--- config.mk ---
export PLATFORM = sky130hd
export DESIGN_NAME = timed_production_cycle_sequencer_top
export DESIGN_NICKNAME = d
export VERILOG_FILES = /design/src/hdl/tpcs_pkg.sv /design/src/hdl/tpcs_div.sv /design/src/hdl/tpcs_dp.sv /design/src/hdl/tpcs_ctrl.sv /design/src/hdl/timed_production_cycle_sequencer_top.sv
export SDC_FILE = /design/constraint.sdc
export NUM_CORES = 2
export LEC_CHECK = 0
export ABC_AREA = 1
export BUFFER_PORTS_ARGS = -buffer_cell sky130_fd_sc_hd__clkbuf_2
export CAP_MARGIN = 0
export CORE_ASPECT_RATIO = 0.6
export CORE_MARGIN = 3
export CORE_UTILIZATION = 28
export CTS_CLUSTER_SIZE = 28
export DETAILED_ROUTE_END_ITERATION = 8
export PLACE_DENSITY = 0.51
export SLEW_MARGIN = 20
export SYNTH_ARGS = -nofsm -noshare
export SYNTH_HDL_FRONTEND = slang
export SYNTH_SLANG_ARGS = --single-unit
--- constraint.sdc ---
create_clock -name clk -period 9.9 [get_ports clk]
set_input_delay 1.485 -clock clk [delete_from_list [all_inputs] [get_ports clk]]
set_output_delay 1.485 -clock clk [all_outputs]
set_load 0.01 [all_outputs]
--- src/hdl/tpcs_pkg.sv ---
// Package for the timed production cycle sequencer.
// Holds beat types, codes, controller/datapath command and status, divider sizes.
// No dependencies.
package tpcs_pkg;

  localparam int unsigned MS_PER_MIN     = 60000;
  localparam int unsigned MS_ROUND       = 59999;
  localparam int unsigned SAVE_PERIOD_MS = 60000;
  localparam logic [15:0] SAT_MAX        = 16'hFFFF;

  localparam int unsigned DIV_W     = 34;
  localparam int unsigned DIVR_W    = 16;
  localparam int unsigned DIV_RADIX = 2;
  localparam int unsigned DIV_STEPS = DIV_W / DIV_RADIX;
  localparam int unsigned DIV_CNT_W = $clog2(DIV_STEPS);

  localparam int unsigned CFG_IDX_W = 2;
  localparam int unsigned CFG_DAT_W = 32;

  typedef enum logic [CFG_IDX_W-1:0] {
    CFG_PRODUCTION = 2'd0,
    CFG_SETTLING   = 2'd1,
    CFG_TRANSFER   = 2'd2,
    CFG_POLARITY   = 2'd3
  } cfg_idx_t;

  typedef enum logic [1:0] {
    REQ_UPDATE  = 2'd0,
    REQ_BEGIN   = 2'd1,
    REQ_RESTORE = 2'd2,
    REQ_FORCE   = 2'd3
  } req_type_t;

  typedef enum logic [2:0] {
    PH_STANDBY  = 3'd0,
    PH_PRODUCE  = 3'd1,
    PH_SETTLE   = 3'd2,
    PH_TRANSFER = 3'd3,
    PH_WAIT     = 3'd4
  } phase_t;

  typedef enum logic [1:0] {
    DIV_MOD = 2'd0,
    DIV_REM = 2'd1,
    DIV_EL  = 2'd2
  } div_sel_t;

  typedef struct packed {
    logic [1:0]  req_type;
    logic [31:0] now_ms;
    logic        bottle_full;
    logic        tank_full;
    logic [2:0]  target_phase;
    logic        saved_polarity;
    logic [15:0] saved_elapsed_min;
    logic [31:0] saved_cycles;
  } req_t;

  typedef struct packed {
    logic [2:0]  phase;
    logic        electrolysis_on;
    logic        fan_on;
    logic        polarity_reversed;
    logic        valve_open;
    logic [15:0] remaining_min;
    logic [15:0] elapsed_min;
    logic [31:0] cycles_done;
    logic        save_request;
  } rsp_t;

  typedef struct packed {
    logic     calc_span;
    logic     apply;
    logic     apply_mod;
    logic     calc_elap;
    logic     calc_rem;
    logic     div_start;
    div_sel_t div_sel;
    logic     store_rem;
    logic     finish;
  } cmd_t;

  typedef struct packed {
    logic need_mod;
    logic div_busy;
    logic out_free;
  } sts_t;

endpackage

--- src/hdl/tpcs_div.sv ---
// Iterative restoring divider, two quotient bits per cycle.
// Shared by the cycle-count modulo and the minute conversions; uses tpcs_pkg.
module tpcs_div (
  input  logic                           clk,
  input  logic                           rst,
  input  logic                           start,
  input  logic [tpcs_pkg::DIV_W-1:0]     dividend,
  input  logic [tpcs_pkg::DIVR_W-1:0]    divisor,
  output logic                           busy,
  output logic [tpcs_pkg::DIV_W-1:0]     quotient,
  output logic [tpcs_pkg::DIVR_W-1:0]    remainder
);

  logic [tpcs_pkg::DIV_W-1:0]     q;
  logic [tpcs_pkg::DIVR_W-1:0]    r;
  logic [tpcs_pkg::DIVR_W-1:0]    dv;
  logic [tpcs_pkg::DIV_CNT_W-1:0] cnt;
  logic                           run;

  logic [tpcs_pkg::DIV_W-1:0]     q_next;
  logic [tpcs_pkg::DIVR_W-1:0]    r_next;
  logic [tpcs_pkg::DIVR_W:0]      trial;

  always_comb begin
    q_next = q;
    r_next = r;
    trial  = '0;
    for (int i = 0; i < tpcs_pkg::DIV_RADIX; i++) begin
      trial  = {r_next, q_next[tpcs_pkg::DIV_W-1]};
      q_next = {q_next[tpcs_pkg::DIV_W-2:0], 1'b0};
      if (trial >= {1'b0, dv}) begin
        r_next    = tpcs_pkg::DIVR_W'(trial - {1'b0, dv});
        q_next[0] = 1'b1;
      end else begin
        r_next = trial[tpcs_pkg::DIVR_W-1:0];
      end
    end
  end

  always_ff @(posedge clk) begin
    if (rst) begin
      run <= 1'b0;
      cnt <= '0;
    end else if (start) begin
      q   <= dividend;
      r   <= '0;
      dv  <= divisor;
      cnt <= tpcs_pkg::DIV_CNT_W'(tpcs_pkg::DIV_STEPS - 1);
      run <= 1'b1;
    end else if (run) begin
      q <= q_next;
      r <= r_next;
      if (cnt == '0) begin
        run <= 1'b0;
      end else begin
        cnt <= cnt - 1'b1;
      end
    end
  end

  assign busy      = run | start;
  assign quotient  = q;
  assign remainder = r;

endmodule

--- src/hdl/tpcs_dp.sv ---
// Datapath: configuration, sequencer state, phase timing and output register.
// Uses tpcs_pkg and tpcs_div; driven by tpcs_ctrl commands.
module tpcs_dp (
  input  logic                            clk,
  input  logic                            rst,
  input  logic                            take,
  input  tpcs_pkg::req_t                  req,
  input  logic                            cfg_we,
  input  logic [tpcs_pkg::CFG_IDX_W-1:0]  cfg_index,
  input  logic [tpcs_pkg::CFG_DAT_W-1:0]  cfg_data,
  input  tpcs_pkg::cmd_t                  cmd,
  output tpcs_pkg::sts_t                  sts,
  output logic                            rsp_valid,
  input  logic                            rsp_stall,
  output tpcs_pkg::rsp_t                  rsp
);

  logic [31:0] prod_ms;
  logic [31:0] settle_ms;
  logic [31:0] xfer_ms;
  logic [7:0]  pol_every;

  tpcs_pkg::phase_t cur_phase;
  tpcs_pkg::phase_t phase_next;
  logic [31:0] phase_start, start_next;
  logic [31:0] credited, credit_next;
  logic        polarity, pol_next;
  logic [31:0] cycle_count, cycles_next;
  logic        save_pending, pend_next;
  logic [31:0] last_save, last_next;
  logic        need_mod, need_mod_next;

  tpcs_pkg::req_t item;
  logic [31:0] span;
  logic [31:0] deadline;
  logic [31:0] credit_prod;
  logic [32:0] elap;
  logic [31:0] rem_ms;
  logic [15:0] rem_min;

  logic [31:0] d_cur;
  logic [31:0] d_tgt;
  logic [32:0] elap_now;
  logic        time_up;
  logic [31:0] clamp;
  logic [7:0]  every;
  logic        save_now;

  logic [tpcs_pkg::DIV_W-1:0]  div_dividend;
  logic [tpcs_pkg::DIVR_W-1:0] div_divisor;
  logic                        div_busy;
  logic [tpcs_pkg::DIV_W-1:0]  div_quo;
  logic [tpcs_pkg::DIVR_W-1:0] div_rem;

  function automatic logic [15:0] sat16(input logic [tpcs_pkg::DIV_W-1:0] v);
    logic [15:0] res;
    res = (|v[tpcs_pkg::DIV_W-1:16]) ? tpcs_pkg::SAT_MAX : v[15:0];
    return res;
  endfunction

  always_comb begin
    case (cur_phase)
      tpcs_pkg::PH_PRODUCE:  d_cur = prod_ms;
      tpcs_pkg::PH_SETTLE:   d_cur = settle_ms;
      tpcs_pkg::PH_TRANSFER: d_cur = xfer_ms;
      default:               d_cur = '0;
    endcase
    case (item.target_phase)
      3'(tpcs_pkg::PH_PRODUCE):  d_tgt = prod_ms;
      3'(tpcs_pkg::PH_SETTLE):   d_tgt = settle_ms;
      3'(tpcs_pkg::PH_TRANSFER): d_tgt = xfer_ms;
      default:                   d_tgt = '0;
    endcase
  end

  assign elap_now = {1'b0, span} + {1'b0, credited};
  assign time_up  = (d_cur == '0) || (elap_now >= {1'b0, d_cur});
  assign clamp    = (credit_prod > d_tgt) ? d_tgt : credit_prod;
  assign every    = (pol_every == '0) ? 8'd1 : pol_every;
  assign save_now = save_pending ||
                    ((d_cur != '0) &&
                     ((item.now_ms - last_save) >= 32'(tpcs_pkg::SAVE_PERIOD_MS)));

  always_comb begin
    phase_next    = cur_phase;
    start_next    = phase_start;
    credit_next   = credited;
    pol_next      = polarity;
    cycles_next   = cycle_count;
    pend_next     = save_pending;
    last_next     = last_save;
    need_mod_next = need_mod;
    if (cmd.apply) begin
      need_mod_next = 1'b0;
      case (item.req_type)
        tpcs_pkg::REQ_UPDATE: begin
          case (cur_phase)
            tpcs_pkg::PH_STANDBY: begin
              if (item.bottle_full) begin
                phase_next  = tpcs_pkg::PH_PRODUCE;
                start_next  = item.now_ms;
                credit_next = '0;
                pend_next   = 1'b1;
              end
            end
            tpcs_pkg::PH_PRODUCE: begin
              if (time_up) begin
                cycles_next   = cycle_count + 32'd1;
                need_mod_next = 1'b1;
                phase_next    = tpcs_pkg::PH_SETTLE;
                start_next    = deadline;
                credit_next   = '0;
                pend_next     = 1'b1;
              end
            end
            tpcs_pkg::PH_SETTLE: begin
              if (time_up) begin
                phase_next  = item.tank_full ? tpcs_pkg::PH_WAIT : tpcs_pkg::PH_TRANSFER;
                start_next  = deadline;
                credit_next = '0;
                pend_next   = 1'b1;
              end
            end
            tpcs_pkg::PH_WAIT: begin
              if (!item.tank_full) begin
                phase_next  = tpcs_pkg::PH_TRANSFER;
                start_next  = item.now_ms;
                credit_next = '0;
                pend_next   = 1'b1;
              end
            end
            tpcs_pkg::PH_TRANSFER: begin
              if (time_up) begin
                phase_next  = tpcs_pkg::PH_STANDBY;
                start_next  = deadline;
                credit_next = '0;
                pend_next   = 1'b1;
              end
            end
            default: begin
            end
          endcase
        end
        tpcs_pkg::REQ_BEGIN: begin
          phase_next  = tpcs_pkg::PH_STANDBY;
          start_next  = item.now_ms;
          credit_next = '0;
          pend_next   = 1'b0;
        end
        tpcs_pkg::REQ_RESTORE: begin
          pol_next    = item.saved_polarity;
          cycles_next = item.saved_cycles;
          start_next  = item.now_ms;
          pend_next   = 1'b0;
          if (item.target_phase inside {3'(tpcs_pkg::PH_PRODUCE), 3'(tpcs_pkg::PH_SETTLE),
                                        3'(tpcs_pkg::PH_TRANSFER)}) begin
            phase_next  = tpcs_pkg::phase_t'(item.target_phase);
            credit_next = clamp;
          end else if (item.target_phase == 3'(tpcs_pkg::PH_WAIT)) begin
            phase_next  = tpcs_pkg::PH_WAIT;
            credit_next = '0;
          end else begin
            phase_next  = tpcs_pkg::PH_STANDBY;
            credit_next = '0;
          end
        end
        tpcs_pkg::REQ_FORCE: begin
          phase_next  = (item.target_phase <= 3'(tpcs_pkg::PH_WAIT)) ?
                        tpcs_pkg::phase_t'(item.target_phase) : tpcs_pkg::PH_STANDBY;
          start_next  = item.now_ms;
          credit_next = '0;
          pend_next   = 1'b1;
        end
        default: begin
        end
      endcase
    end
    if (cmd.apply_mod && (div_rem == '0)) begin
      pol_next = !polarity;
    end
    if (cmd.finish && save_now) begin
      pend_next = 1'b0;
      last_next = item.now_ms;
    end
  end

  always_ff @(posedge clk) begin
    if (rst) begin
      prod_ms      <= '0;
      settle_ms    <= '0;
      xfer_ms      <= '0;
      pol_every    <= 8'd1;
      cur_phase    <= tpcs_pkg::PH_STANDBY;
      phase_start  <= '0;
      credited     <= '0;
      polarity     <= 1'b0;
      cycle_count  <= '0;
      save_pending <= 1'b0;
      last_save    <= '0;
      need_mod     <= 1'b0;
    end else begin
      if (cfg_we) begin
        case (cfg_index)
          tpcs_pkg::CFG_PRODUCTION: prod_ms   <= cfg_data;
          tpcs_pkg::CFG_SETTLING:   settle_ms <= cfg_data;
          tpcs_pkg::CFG_TRANSFER:   xfer_ms   <= cfg_data;
          tpcs_pkg::CFG_POLARITY:   pol_every <= cfg_data[7:0];
          default: begin
          end
        endcase
      end
      cur_phase    <= phase_next;
      phase_start  <= start_next;
      credited     <= credit_next;
      polarity     <= pol_next;
      cycle_count  <= cycles_next;
      save_pending <= pend_next;
      last_save    <= last_next;
      need_mod     <= need_mod_next;
    end
  end

  always_ff @(posedge clk) begin
    if (take) begin
      item <= req;
    end
    if (cmd.calc_span) begin
      span        <= item.now_ms - phase_start;
      deadline    <= phase_start + d_cur - credited;
      credit_prod <= 32'(item.saved_elapsed_min) * 32'(tpcs_pkg::MS_PER_MIN);
    end
    if (cmd.calc_elap) begin
      elap <= elap_now;
    end
    if (cmd.calc_rem) begin
      rem_ms <= (elap >= {1'b0, d_cur}) ? '0 : 32'({1'b0, d_cur} - elap);
    end
    if (cmd.store_rem) begin
      rem_min <= sat16(div_quo);
    end
  end

  always_comb begin
    case (cmd.div_sel)
      tpcs_pkg::DIV_MOD: begin
        div_dividend = tpcs_pkg::DIV_W'(cycle_count);
        div_divisor  = tpcs_pkg::DIVR_W'(every);
      end
      tpcs_pkg::DIV_REM: begin
        div_dividend = tpcs_pkg::DIV_W'({1'b0, rem_ms} + 33'(tpcs_pkg::MS_ROUND));
        div_divisor  = tpcs_pkg::DIVR_W'(tpcs_pkg::MS_PER_MIN);
      end
      default: begin
        div_dividend = tpcs_pkg::DIV_W'(elap);
        div_divisor  = tpcs_pkg::DIVR_W'(tpcs_pkg::MS_PER_MIN);
      end
    endcase
  end

  tpcs_div u_div (
    .clk       (clk),
    .rst       (rst),
    .start     (cmd.div_start),
    .dividend  (div_dividend),
    .divisor   (div_divisor),
    .busy      (div_busy),
    .quotient  (div_quo),
    .remainder (div_rem)
  );

  always_ff @(posedge clk) begin
    if (rst) begin
      rsp_valid <= 1'b0;
    end else if (cmd.finish) begin
      rsp_valid <= 1'b1;
    end else if (!rsp_stall) begin
      rsp_valid <= 1'b0;
    end
  end

  always_ff @(posedge clk) begin
    if (cmd.finish) begin
      rsp.phase             <= cur_phase;
      rsp.electrolysis_on   <= (cur_phase == tpcs_pkg::PH_PRODUCE);
      rsp.fan_on            <= (cur_phase == tpcs_pkg::PH_PRODUCE);
      rsp.polarity_reversed <= polarity;
      rsp.valve_open        <= (cur_phase == tpcs_pkg::PH_TRANSFER);
      rsp.remaining_min     <= rem_min;
      rsp.elapsed_min       <= sat16(div_quo);
      rsp.cycles_done       <= cycle_count;
      rsp.save_request      <= save_now;
    end
  end

  assign sts.need_mod = need_mod;
  assign sts.div_busy = div_busy;
  assign sts.out_free = !rsp_valid || !rsp_stall;

endmodule

--- src/hdl/tpcs_ctrl.sv ---
// Controller: steps one request beat through apply, modulo and minute conversions.
// Uses tpcs_pkg; commands tpcs_dp.
module tpcs_ctrl (
  input  logic           clk,
  input  logic           rst,
  input  logic           take,
  input  tpcs_pkg::sts_t sts,
  output tpcs_pkg::cmd_t cmd,
  output logic           busy
);

  typedef enum logic [3:0] {
    S_IDLE,
    S_SPAN,
    S_APPLY,
    S_CHK,
    S_MODW,
    S_SPAN2,
    S_ELAP,
    S_REMC,
    S_REMW,
    S_ELW,
    S_FIN,
    S_DONE
  } state_t;

  state_t state;

  always_ff @(posedge clk) begin
    if (rst) begin
      state <= S_IDLE;
      cmd   <= '0;
      busy  <= 1'b0;
    end else begin
      cmd <= '0;
      case (state)
        S_IDLE: begin
          if (take) begin
            busy          <= 1'b1;
            cmd.calc_span <= 1'b1;
            state         <= S_SPAN;
          end
        end
        S_SPAN: begin
          cmd.apply <= 1'b1;
          state     <= S_APPLY;
        end
        S_APPLY: begin
          state <= S_CHK;
        end
        S_CHK: begin
          if (sts.need_mod) begin
            cmd.div_start <= 1'b1;
            cmd.div_sel   <= tpcs_pkg::DIV_MOD;
            state         <= S_MODW;
          end else begin
            cmd.calc_span <= 1'b1;
            state         <= S_SPAN2;
          end
        end
        S_MODW: begin
          if (!sts.div_busy) begin
            cmd.apply_mod <= 1'b1;
            cmd.calc_span <= 1'b1;
            state         <= S_SPAN2;
          end
        end
        S_SPAN2: begin
          cmd.calc_elap <= 1'b1;
          state         <= S_ELAP;
        end
        S_ELAP: begin
          cmd.calc_rem <= 1'b1;
          state        <= S_REMC;
        end
        S_REMC: begin
          cmd.div_start <= 1'b1;
          cmd.div_sel   <= tpcs_pkg::DIV_REM;
          state         <= S_REMW;
        end
        S_REMW: begin
          if (!sts.div_busy) begin
            cmd.store_rem <= 1'b1;
            cmd.div_start <= 1'b1;
            cmd.div_sel   <= tpcs_pkg::DIV_EL;
            state         <= S_ELW;
          end
        end
        S_ELW: begin
          if (!sts.div_busy) begin
            state <= S_FIN;
          end
        end
        S_FIN: begin
          if (sts.out_free) begin
            cmd.finish <= 1'b1;
            state      <= S_DONE;
          end
        end
        S_DONE: begin
          busy  <= 1'b0;
          state <= S_IDLE;
        end
        default: begin
          state <= S_IDLE;
        end
      endcase
    end
  end

endmodule

--- src/hdl/timed_production_cycle_sequencer_top.sv ---
// Top level of the timed production cycle sequencer.
// Joins tpcs_ctrl and tpcs_dp; beat types from tpcs_pkg.
//
//   channel  direction  handshake             payload
//   req      in         req_valid, req_stall  tpcs_pkg::req_t
//   rsp      out        rsp_valid, rsp_stall  tpcs_pkg::rsp_t
//   cfg      in         cfg_we                cfg_index, cfg_data
//
// One request beat at a time; the two-bit-per-cycle divider runs the polarity
// modulo, when a production phase completes, and the two minute conversions
// one after another.
// req_stall stays high from accept until the result is loaded into the output
// register; a stalled rsp holds the finished result and delays the next one.
// Synchronous reset restores phase state, config, control and rsp_valid, not payloads.
module timed_production_cycle_sequencer_top (
  input  logic                            clk,
  input  logic                            rst,
  input  logic                            req_valid,
  output logic                            req_stall,
  input  tpcs_pkg::req_t                  req,
  output logic                            rsp_valid,
  input  logic                            rsp_stall,
  output tpcs_pkg::rsp_t                  rsp,
  input  logic                            cfg_we,
  input  logic [tpcs_pkg::CFG_IDX_W-1:0]  cfg_index,
  input  logic [tpcs_pkg::CFG_DAT_W-1:0]  cfg_data
);

  tpcs_pkg::cmd_t cmd;
  tpcs_pkg::sts_t sts;
  logic           take;

  assign take = req_valid && !req_stall;

  tpcs_ctrl u_ctrl (
    .clk  (clk),
    .rst  (rst),
    .take (take),
    .sts  (sts),
    .cmd  (cmd),
    .busy (req_stall)
  );

  tpcs_dp u_dp (
    .clk       (clk),
    .rst       (rst),
    .take      (take),
    .req       (req),
    .cfg_we    (cfg_we),
    .cfg_index (cfg_index),
    .cfg_data  (cfg_data),
    .cmd       (cmd),
    .sts       (sts),
    .rsp_valid (rsp_valid),
    .rsp_stall (rsp_stall),
    .rsp       (rsp)
  );

endmodule

# Word-level counts from Yosys, hierarchy flattened
# Index checks and enable logic that the tools add are counted.
[totals] out_inout_bits=74 inputBits=127 register_bits=657 word_cells=253
[classes] n_reduce_logical=52 n_mul=1 bitwise=7 muxes=78 addsub=11 eq_ne=43 order_cmp=7
[op_table] cell="$pmux 32 s3" n=5
[op_table] cell="$mux 32" n=10
[op_table] cell="$pmux 32 s2" n=2
[op_table] cell="$sub 32x32->32" n=4
[op_table] cell="$mux 16" n=5
[op_table] cell="$mux 34" n=2
[op_table] cell="$ge 33x32->1" n=2
[op_table] cell="$pmux 33 s2" n=1
[op_table] cell="$pmux 4 s11" n=1
[op_table] cell="$ge 17x16->1" n=2
[op_table] cell="$add 32x16->33 const B" n=1
[op_table] cell="$add 32x32->33" n=1
[op_table] cell="$add 32x1->32 const B" n=1
[op_table] cell="$add 32x32->32" n=1
[op_table] cell="$ge 32x16->1 const B" n=1
[op_table] cell="$gt 32x32->1" n=1
[op_table] cell="$logic_not 32->1" n=1
[op_table] cell="$reduce_bool 32->1" n=1
[op_table] cell="$sub 16x16->16" n=2
[op_table] cell="$mux 3" n=10
[op_table] cell="$mul 16x11->27 const B" n=1
[op_table] cell="$mux 1" n=25
[op_table] cell="$mux 4" n=6
[op_table] cell="$reduce_and 2->1" n=10
[op_table] cell="other kinds (43)" n=103

# Longest topological paths before layout
[logic_depth] depth_word=7 depth_mapped=32 mapped_depth_nobuf=31

# By module
# A second synthesis with hierarchy kept.
[unflattened] cells_unflattened=5729 area_unflattened_um2=44715.4
[by_module_without_submodules] module="tpcs_dp" instances=1 area_per_inst_um2=38819.7 cells_per_inst=4956 seq_area_each_um2=14724.1
[by_module_without_submodules] module="tpcs_div" instances=1 area_per_inst_um2=5247.5 cells_per_inst=691 seq_area_each_um2=2102.0
[by_module_without_submodules] module="tpcs_ctrl" instances=1 area_per_inst_um2=638.1 cells_per_inst=80 seq_area_each_um2=300.3
[by_module_without_submodules] module="timed_production_cycle_sequencer_top" instances=1 area_per_inst_um2=10.0 cells_per_inst=2 seq_area_each_um2=0.0

# Worst setup path before layout
# Ideal clock, no wire load.
[synth_timing] path_type="in2reg" from="input req_valid" to="register u_ctrl.state[0]" setup_slack_ns=3.329 stages=6 t_arrival_ns=6.480 required_time_ns=9.809 path_buffers=0 setup_ns=0.091 path_cell_list="inv_1 > nor2_1 > o32ai_1 > a31oi_1 > o21ai_0 > a311oi_1"
[synth_via] elab_chain_cells=3
[synth_lines] item="from (decl)" line="timed_production_cycle_sequencer_top.sv:18" source="input logic req_valid,"
[synth_lines] item="$logic_and 1x1->1" line="timed_production_cycle_sequencer_top.sv:33" source="assign take = req_valid && !req_stall;"
[synth_lines] item="net take" line="timed_production_cycle_sequencer_top.sv:31" source="logic take;"
[synth_lines] item="$ne 2x2->1 (no line)"
[synth_lines] item="$reduce_and 5->1 (no line)"
[synth_lines] item="to (signal assigned)" line="tpcs_ctrl.sv:97" source="state <= S_DONE;"
[synth_lines] item="to (signal assigned)" line="tpcs_ctrl.sv:102" source="state <= S_IDLE;"
[synth_lines] item="to (signal assigned)" line="tpcs_ctrl.sv:105" source="state <= S_IDLE;"
[synth_lines] item="to (decl)" line="tpcs_ctrl.sv:27" source="state_t state;"
# The timed path passes the listed nets, and every way through them passes these cells.
# A chain may end at the register's enable or synchronous reset.

# Worst setup path after layout
[layout_timing] from="register u_dp.credited[0]" to="register u_dp.cycle_count[7]"
[layout_via] elab_chain_cells=5
[layout_lines] item="from (decl)" line="tpcs_dp.sv:26" source="logic [31:0] credited, credit_next;"
[layout_lines] item="from (signal assigned)" line="tpcs_dp.sv:214" source="credited <= credit_next;"
[layout_lines] item="$add 32x32->33" line="tpcs_dp.sv:76" source="assign elap_now = {1'b0, span} + {1'b0, credited};"
[layout_lines] item="net u_dp.elap_now[22]" line="tpcs_dp.sv:43" source="logic [32:0] elap_now;"
[layout_lines] item="$ge 33x32->1" line="tpcs_dp.sv:77" source="assign time_up = (d_cur == '0) || (elap_now >= {1'b0, d_cur});"
[layout_lines] item="$logic_or 1x1->1" line="tpcs_dp.sv:77"
[layout_lines] item="$ne 2x1->1 (no line)"
[layout_lines] item="$reduce_and 4->1 (no line)"
[layout_lines] item="to (signal assigned)" line="tpcs_dp.sv:216" source="cycle_count <= cycles_next;"
[layout_lines] item="to (decl)" line="tpcs_dp.sv:28" source="logic [31:0] cycle_count, cycles_next;"
# The timed path passes the listed nets, and every way through them passes these cells.

==> results.yml <==
drt:
  routedWlPerCell_um: 19.7
  wl_met1_um: 76000
  dr.pass1.iters: 6
  met2_length_um: 57500
  dr.first_iter.drc_count: 3743
  detail-route-antenna-nets: 0
  drc: 0
  wl_met3_um: 14900
  via_count: 37188
  highest_layer: "met5"
  vias_per_cell: 4.84
  wl_um: 152000
timing:
  setup_viol: 0
  whs_ps: 416
  period_needed_ps: 6230
  slew_violations: 0
  rsz0062_at_grt: "no"
  finalHoldViolations: 0
  slew_headroom_pct: 18.4
  tns_ps: 0
  fmax_mhz: 160
  setup_ws_ps: 3670
  fin_skew_ps: 35.2
  worst_pin_slew_ps: 1220
  fin_crit_sh_pct: 62.9
worst_hold_path:
  hold_class: "flip-flop to flip-flop"
final_layout:
  final_common_cell: "nand2_1"
  nets: 6172
  final_area_um2: 49300
  synthToLayoutAreaGrowth_pct: 13.3
  final_cell_mix: "nand2_1, inv_1, nor2_1"
  drive_gt1_share_pct: 8.02
cts:
  cts-hold-fix-buffers: 0
  cts_root_buf: "clkbuf_16"
  htree_levels: 3
  cts_setup_buffers: 0
  numCtsBuffers: 73
  cts_tree: "yes"
  cts_resized: 0
  path_clk_slew_ps: 70
  clockBufferDepth: 3
  clock_latency_ps: 670
  cts_sinks: 650
synthesis:
  synth_cell_type_count: 66
  synth_nets: 5994
  syn_area_per_cell_um2: 8.04
  synth-seq-cells: 650
  synthesis.area_um2: 43500
  async_reset_ff_share_pct: 0
  synth_enable_flop_cells: 390
  ys_seq_area_share_pct: 38.9
  ys.flop_type: "edfxtp_1"
  synth_warnings: 0
  synthCells: 5410
placement:
  dpl-instance-area_um2: 46700
  place_ws_ps: 3790
  dpl.hpwl_um: 119000
  place_congestion: 1.00
  io_buffers: 200
setup_path:
  path_max_fanout: 43
  critPathBufInv: 3
  cp_common_cell: "nand2_1"
  endpoint_kind: "flip-flop"
  cp-start-kind: "flip-flop"
  cp_slowest_stage_delay_ps: 690
  cp_slowest_cell: "nand2_2"
  worstPathArrival_ps: 6790
  critPathKind: "flip-flop to flip-flop"
  required_ps: 10460
  crit_family: "simple AND/OR/NAND/NOR gates"
run_status:
  status: "finished, final reports clean"
grt:
  antenna_found_initial: 3
  grt.total_usage_pct: 18.6
  overflow: 0
  grt_pass1_wl_um: 226000
  grt_start_max_net_pins: 124
  grt_pass1_vias: 34813
die:
  coreArea_um2: 153000
  initial_core_util_pct: 28.3
  die_area_um2: 160000
  die_w_um: 515
  rows: 111
  io_pins: 201
  die_y_um: 311
power:
  p_leak_nw: 21.9
  cellPowerDensity_nw_per_um2: 281
  ir_worst_vdd_mv: 0.280
run:
  drv_cap: 0
==> logic make-up (layout without fill, tap and decap cells) <==
family                   after synthesis  after routing  share of synthesized area [%]
XOR/XNOR                             179            179                           3.61
flip-flops                           650            650                           38.9
multiplexers                           7              7                          0.161
AND/OR/NAND/NOR                     2099           2099                           19.9
adder cells (fa/ha/maj)              457            457                           14.8
buffers and inverters                984           1222                           8.81
AO/OA/AOI/OAI                       1034           1034                           13.8
other                                  0              1                              0
==> cell type report <==
cell class,count,area (µm²)
Tap cell,2034,2540
Inverter,845,3180
Multi-Input combinational cell,3776,22800
Fill cell,16221,104000
Sequential cell,650,16900
Timing Repair Buffer,242,1320
Clock inverter,37,322
Antenna cell,1,2.50
Clock buffer,98,2200
==> flip-flops by register name, indices dropped and copies added (netlist names), 33 cells and up <==
name	count
u_dp.elap	33
u_dp.item	88
u_dp.rsp	71
u_dp.u_div.quotient	34
==> worst register-to-register path, delay by kind of cell, from the launching register on <==
family / cells / cell delay (ps)
fa+ha+maj: 3 / 980
flops: 1 / 360
compound gates: 6 / 1500
buf+inv: 3 / 650
xor+xnor: 1 / 200
simple gates: 16 / 2420
==> power breakdown <==
part,leakage [nW],total [W],switching (W),internal (W)
Clock,1.24,0.00294,0.00126,0.00168
Combinational,14.9,0.00696,0.00452,0.00245
Sequential,5.73,0.00396,0.000328,0.00363
Total,21.9,0.0139,0.00610,0.00775
==> through the flow <==
step                      util, %  total power (W)  std cells
after detailed placement     30.4           0.0109       7546
after global placement       30.4           0.0109       7546
after CTS                    32.1           0.0139       7681
after floorplan                 -          0.00897       5410
after global routing         32.1           0.0151       7683
final                        32.1           0.0139       7683
==> synth_stat cells (29+ instances only) <==
| cell type | instances | area [µm²] |
|---|---|---|
| nor2_1 | 561 | 2110 |
| dfxtp_1 | 260 | 5200 |
| xnor2_1 | 70 | 613 |
| a221oi_1 | 48 | 420 |
| xor2_1 | 109 | 955 |
| nand4_1 | 42 | 263 |
| o21ai_1 | 29 | 145 |
| nand3_1 | 249 | 1250 |
| ha_1 | 359 | 4490 |
| edfxtp_1 | 390 | 11700 |
| a21oi_1 | 437 | 2190 |
| nand2_1 | 1106 | 4150 |
| fa_1 | 98 | 1960 |
| o21ai_0 | 295 | 1480 |
| nor3_1 | 54 | 270 |
| inv_1 | 832 | 3120 |
| clkbuf_1 | 90 | 338 |
==> layer usage <==
metal,up-vias,GRT usage [%]
met1,17422,28.6
met5,-,0
li1,18274,-
met2,1337,24.9
met3,153,5.62
met4,2,3.98
==> worst paths after layout <==
kind                         end  depth (start not counted)  slack, ps              from
max          u_dp.cycle_count[7]                         29       3670  u_dp.credited[0]
min                 u_dp.rsp[54]                          0        420   u_dp.rem_min[5]
max reg2reg  u_dp.cycle_count[7]                         29       3670  u_dp.credited[0]
min reg2reg         u_dp.rsp[54]                          0        420   u_dp.rem_min[5]
Note: power is estimated with default switching activity, not from simulation.
